`src/rtl/core/htwd_ram.sv`:
```
// Generic single-write, single-read RAM with registered read data.
module htwd_ram #(
	parameter int WIDTH = 8,
	parameter int DEPTH = 16
) (
	input  logic                     clk,
	input  logic                     we,
	input  logic [$clog2(DEPTH)-1:0] waddr,
	input  logic [WIDTH-1:0]         wdata,
	input  logic                     re,
	input  logic [$clog2(DEPTH)-1:0] raddr,
	output logic [WIDTH-1:0]         rdata
);

	logic [WIDTH-1:0] mem [DEPTH];

	always_ff @(posedge clk) begin
		if (we) begin
			mem[waddr] <= wdata;
		end
		if (re) begin
			rdata <= mem[raddr];
		end
	end

endmodule
```
`config.mk`:
```
export PLATFORM = sky130hd
export DESIGN_NAME = htwd_ram
export DESIGN_NICKNAME = d
export VERILOG_FILES = /design/src/rtl/core/htwd_ram.sv
export SDC_FILE = /design/constraint.sdc
export NUM_CORES = 1
export LEC_CHECK = 0
export ABC_AREA = 0
export BUFFER_PORTS_ARGS = -buffer_cell sky130_fd_sc_hd__buf_2
export CORE_MARGIN = 1
export CORE_UTILIZATION = 50
export DETAILED_ROUTE_END_ITERATION = 16
export GPL_TIMING_DRIVEN = 0
export PLACE_DENSITY = 0.67
export SLEW_MARGIN = 25
export SYNTH_ARGS = -nofsm -noshare
export SYNTH_HDL_FRONTEND = slang
export SYNTH_SLANG_ARGS = --single-unit
```
`constraint.sdc`:
```
create_clock -name clk -period 4.5 [get_ports clk]
set_input_delay 0.225 -clock clk [delete_from_list [all_inputs] [get_ports clk]]
set_output_delay 0.225 -clock clk [all_outputs]
set_load 0.01 [all_outputs]
```
## Word level (Yosys, flattened, before mapping)

Memory sizes are Yosys's and may differ from the RTL's. A register that Yosys moved wholly into a read port is not among the register bits.
Cells that the tools add are included.

- Register bits after elaboration: 0
- Bits in writable memories: 128
- Output and inout port bits: 8
- Memories kept: 1

Memories:

| memory | words | bits a word | rd ports | clocked after Yosys merged registers in | write ports | RTL line | source |
|---|---|---|---|---|---|---|---|
| mem | 16 | 8 | 1 | 1 | 1 | 15 | `logic [WIDTH-1:0] mem [DEPTH];` |

- Muxes and demuxes: 2

Operators with widths:

| cell | number |
|---|---|
| $mux W1 | 2 |

## Logic depth before layout (Yosys ltp)

Gate-level depths: netlist (run 1).

- Depth after elaboration: 2
- Depth in mapped cells: 5
- Mapped depth without buffers: 3

## Worst setup path before layout (run 1)

Ideal clock, no wire load.

- Kind: input-to-reg
- Start: input port waddr[2]
- End: memory mem[0][0] (enable)
- Setup time: 0.383 ns
- Data arrival time: 1.335 ns
- Data required time: 4.117 ns
- Path slack: 2.782 ns
- Cell stages on the path: 2
- Path buffers: 0
- Cells stage by stage: or3b_2 > nor3_1

RTL lines:

| item | RTL line | source |
|---|---|---|
| from (decl) | 8 | `input logic [$clog2(DEPTH)-1:0] waddr,` |
| to (decl) | 15 |  |

No word-level cell before the write port.

==> results.ini, run 1 <==
[status]
status = finished, final reports clean

[grt]
grt.overflow.total = 0
first_global_vias = 2516
grt_pass1_wl_mm = 14.9
antenna_found_initial = 0
grt_usage = 0.205
grt_max_degree = 17

[die]
coreArea_um2 = 9950
row_count = 36
io_pins = 27
die-area_um2 = 10900
die_w_um = 104
fp.dieH_um = 104
initial_core_util = 0.525

[synth]
ys_top_cells_by_area = edfxtp_1 (78%), mux4_2 (7.8%), mux4_1 (7.0%)
synth-seq-cells = 136
syn_inst = 229
ys_warn_count = 0
ys_types = 18
avgSynthCellArea_um2 = 22.8
synthFlopType = edfxtp_1
ys_seq_area_frac = 0.781
yosys.area.top_type = edfxtp_1
yosysTopAreaCellShare = 0.781
synth_most_common_cell = edfxtp_1
synth_edf_count = 136
netlist_area_um2 = 5230
yosys-top-cells-count = edfxtp_1 (136), mux4_2 (18), a22oi_1 (16), mux4_1 (14), nor2_1 (13)
synth_nets = 248
async_flop_share = 0

[sta]
setup-tns-final_ns = 0
fin_crit_ns = 1.63
final_hold_viol_count = 0
fmax_ghz = 0.614
layout_setup_ws_ns = 2.87
rsz0062_at_grt = no
tightest_slew_ns = 0.815
setup_viol = 0
fin_crit_sh = 0.362
finalMaxSlewViolations = 0
slew_headroom = 0.455
fin_skew_ns = 0.00412

[worst_setup_path]
slowest_stage = mux4_1
crit_arrival_ns = 1.89
critPathTopFamily = multiplexers
worst_setup_path_end_kind = register
startpoint = mem[5][0]
r2r-end = rdata[0]
cp_num_buf_inv = 0
r2r-start = mem[5][0]
worstSetupPathType = reg -> reg
slowest_delay_ns = 0.55
regToRegSetupSlack_ns = 2.87
path_cells = mux4_1, a22oi_1, nand2_1
critPathLaunchType = register
rr_worst_depth = 3
crit_required_ns = 4.76
critPathMaxFanout = 1

[layout]
nNetsFinal = 292
diodes = 0
design_area_um2 = 6070
area_delta_synth_final_pct = 16.2
fin_cells = 419
post-route-util = 0.610
drive_gt1_frac = 0.294

[clocking]
numCtsBuffers = 17
cts_root_buffer = clkbuf_8
insertion_delay_ns = 0.52
hold_buffers = 0
clk_pin_slew_ns = 0.06
htreeDepth = 4
tritoncts = done
post_cts_buffers = 0
clockBufferDepth = 2
clock-sinks = 136
cts_resized = 0

[place]
place_hpwl_mm = 6.15
placedCellCount = 387
place_congestion = 0.715
dp_worst_setup_slack_ns = 2.54
placed_cell_area_um2 = 5540
port_buffers = 25

[worst_hold_path]
min-delay-path-class = in -> reg
min_from = re
holdPathStages = 1
min_to = rdata[5]

[drt]
post_drt_wl_per_cell_um = 23.5
drcViolationCount = 0
routed_wl_mm = 9.86
dr_total_vias = 2424
dr.pass1.iters = 4
drt-initial-drc-count = 176
viasPerCell = 5.79
ant_nets = 0

[power]
p_leak_uw = 0.00202
pwr_density_cell_nw_per_um2 = 462
ir_worst_vdd_mv = 0.212

[run]
maxCapViolCount = 0

==> cell families (layout without fill, tap and decap cells) <==
| logic type | Yosys count | in the layout | synth area share |
|---|---|---|---|
| multiplexers | 32 | 32 | 0.148 |
| AND/OR/NAND/NOR | 35 | 35 | 0.0314 |
| flip-flops | 136 | 136 | 0.781 |
| AO/OA/AOI/OAI | 16 | 16 | 0.0230 |
| buffers and inverters | 10 | 67 | 0.0165 |
==> final cells by class <==
type                            instances  area [um2]
Buffer                                 10        86.3
Clock buffer                           20         425
Clock inverter                         12         109
Fill cell                             714        3880
Multi-Input combinational cell         83        1080
Sequential cell                       136        4080
Tap cell                              133         166
Timing Repair Buffer                   25         125
==> flip-flops by register name, summed over array words and instances, names as in the netlist <==
signal / count
mem: 128
rdata: 8
==> how the worst max path moves through the flow <==
stage           endpoint  slack (ns)  cells past startpoint
6_report        rdata[0]        2.87                      3
5_1_grt         rdata[0]        2.89                      3
4_1_cts         rdata[0]        2.87                      3
3_5_place_dp   mem[1][4]        2.54                      3
3_3_place_gp   mem[0][4]        2.20                      3
2_1_floorplan  mem[0][0]        2.78                      2
==> per-stage QoR <==
| step | power, uW | hold WS (ns) |
|---|---|---|
| after floorplan | 1530 | 0.324 |
| after global placement | 1590 | 0.591 |
| after detailed placement | 1600 | 0.593 |
| after CTS | 2830 | 0.0395 |
| after global routing | 2890 | 0.0543 |
| final | 2810 | 0.0630 |
==> metal layers <==
metal  share of wire  wire length, um  track usage  up-vias
met2            0.53             5180        0.327       99
met1            0.38             3740        0.262     1244
met5               0                0            0        -
li1                -                -            -     1073
met4           0.016              155        0.105        0
met3           0.079              780       0.0526        8
==> power by group <==
group,internal (uW),switching [uW]
logic,55.1,80.9
registers,1430,6.06
clock network,774,463
total,2260,550
==> cells in the final DEF (no fill, tap or decap), drive strengths merged, types with 3 or more instances in the layout <==
cell | netlist | routed
clkdlybuf4s25 | 3 | 3
nand2 | 9 | 9
nor2 | 13 | 13
a22oi | 16 | 16
mux4 | 32 | 32
buf | 7 | 32
nor3 | 4 | 4
edfxtp | 136 | 136
clkinv | 0 | 9
clkbuf | 0 | 20
No activity file was read; power rests on OpenSTA's default activity.
==> run 2, diff against run 1 <==
clock period = 1.51 ns   (was 4.5 ns; I/O delays follow)
==> results.ini, run 2 (synthesis gave the netlist of run 1 again) <==
[layout]
largest_reg_flops = 128  ; unchanged
area_delta_synth_final_pct = 19.2
largestRegisters = mem (128), rdata (8)
diodes = 0  ; unchanged
final_cell_mix = edfxtp_1 (136), buf_2 (28), mux4_2 (20), clkbuf_16 (16), nor2_1 (13)
post-route-util = 0.626  ; +0.0158
regMostFlops = mem
drive_gt1_frac = 0.327  ; +0.0328
nNetsFinal = 301  ; +3.1%
final_common_cell = edfxtp_1

[sta]
final_hold_viol_count = 0  ; unchanged
fmax_ghz = 0.684  ; +11%
whs_ns = 0.0842  ; +0.0212 ns
finalMaxSlewViolations = 0  ; unchanged
setup_viol = 0  ; unchanged
rsz0062_at_grt = no
slew_headroom = 0.451  ; -0.00382
setup-tns-final_ns = 0  ; unchanged
tightest_slew_ns = 0.821  ; +0.00571 ns
fin_crit_sh = 0.968  ; +0.606
fin_skew_ns = 0.0116  ; +0.00753 ns
layout_setup_ws_ns = 0.0484  ; -2.82 ns
fin_crit_ns = 1.46  ; -0.166 ns

[grt]
antenna_found_initial = 0  ; unchanged
gr-usage-met2 = 0.309  ; -0.0181
grt_max_degree = 17  ; unchanged
grtUsageMet3 = 0.0570  ; +0.00439
use_met1 = 0.283  ; +0.0211
grt_pass1_wl_mm = 15.0  ; +0.46%
grt_usage = 0.204  ; -0.000894
first_global_vias = 2528  ; +0.48%
busiest_layer = met2
grt.overflow.total = 0  ; unchanged

[worst_hold_path]
min_from = waddr[1]
min-delay-path-class = in -> reg

[clocking]
post_cts_buffers = 0  ; unchanged
clock-sinks = 136  ; unchanged
tritoncts = done
clockBufferDepth = 2  ; unchanged
cts_root_buffer = clkbuf_8
numCtsBuffers = 17  ; unchanged
insertion_delay_ns = 0.52  ; about the same
htreeDepth = 4  ; unchanged
clk_pin_slew_ns = 0.06  ; about the same

[worst_setup_path]
crit_arrival_ns = 1.72  ; -0.17 ns
critPathLaunchType = register
startpoint = mem[1][0]
worst_setup_path_end_kind = register
worstSetupPathType = reg -> reg
r2r-start = mem[1][0]
crit_required_ns = 1.77  ; -2.99 ns
critPathMaxFanout = 1  ; unchanged

[power]
p_switching_uw = 1740  ; +220%
p_int_uw = 6930  ; +210%
ir_worst_vdd_mv = 0.810  ; +280%
power_frac_seq = 0.493  ; -0.018
p_clk_frac = 0.457  ; +0.016
total_power_uw = 8670  ; +210%
combinationalPowerShare = 0.050  ; +0.002
switching_share = 0.201  ; +0.00509
p_leak_uw = 0.00206  ; +1.8%
pwr_density_cell_nw_per_um2 = 1390  ; +200%

[drt]
drcViolationCount = 0  ; unchanged
routed_wl_mm = 9.76  ; -1.1%
post_drt_wl_per_cell_um = 22.9  ; -2.9%
dr_total_vias = 2441  ; +0.70%
ant_nets = 0  ; unchanged
drt-initial-drc-count = 207  ; +18%
viasPerCell = 5.72  ; -1.2%
dr.pass1.iters = 4  ; unchanged

[place]
place_hpwl_mm = 6.08  ; -1.1%
port_buffers = 25  ; unchanged
place_congestion = 0.705  ; -1.4%
dp_worst_setup_slack_ns = -0.297  ; -2.83 ns

[die]
fp.dieH_um = 104  ; unchanged
row_count = 36  ; unchanged
initial_core_util = 0.525  ; unchanged
coreArea_um2 = 9950  ; unchanged
die_w_um = 104  ; unchanged
die-area_um2 = 10900  ; unchanged
io_pins = 27  ; unchanged

[run]
maxCapViolCount = 0  ; unchanged

[status]
status = finished, final reports clean

## run 2: changes by cell type in the layout (fill, tap and decap cells not counted), moves of 3 or more
| cell | before | now |
|---|---|---|
| a22oi_1 | 16 | 9 |
| a22oi_2 | 0 | 7 |
| clkinv_2 | 6 | 3 |
| clkinvlp_4 | 1 | 4 |
| dlygate4sd3_1 | 0 | 9 |
## run 2: per-stage QoR
stage / area, um2 / instances
floorplan: 5230 / 229
finish: 6230 / 427
global route: 6230 / 427
detailed placement: 5540 / 387
global placement: 5520 / 387
CTS: 6220 / 427
## run 2: power groups by stage
stage / Sequential [uW] / Combinational, uW / Clock, uW
global route: 4280 / 473 / 4160
global placement: 4350 / 398 / 0
floorplan: 4360 / 215 / 0
detailed placement: 4350 / 408 / 0
CTS: 4270 / 434 / 4020
finish: 4270 / 437 / 3960
## run 2: layout make-up
type	instances	area, um2
Clock buffer	18	418
Timing Repair Buffer	34	215
Clock inverter	13	156
Tap cell	133	166
Buffer	10	86.3
Multi-Input combinational cell	83	1100
Fill cell	690	3720
Sequential cell	136	4080
## run 2: path summary, 6_finish.rpt
path               end  slack (ns)  depth (start not counted)
max           rdata[0]        0.05                          3
min          mem[4][6]        0.08                          2
max reg2reg   rdata[0]        0.05                          3
min reg2reg   rdata[4]        0.76                          3
## run 2: worst max-delay path: stages (launching register included)
cell	delay, ns
edfxtp_1	0.36
mux4_1	0.54
a22oi_2	0.22
nand2_1	0.09
## run 2: per-layer routing
layer | share of wire | wire length (um) | up-vias
met5 | 0 | 0 | -
met4 | 0.012 | 118 | 0
met3 | 0.068 | 666 | 10
met2 | 0.49 | 4830 | 90
met1 | 0.42 | 4150 | 1259
li1 | - | - | 1082
## run 2: timing repair
action                                  in CTS  in global routing
hold endpoints to repair                   136                  0
endpoints found under the setup margin       3                  5
hold buffers                                 9                  0
resized for setup                            3                  6
pin swaps                                    0                  2
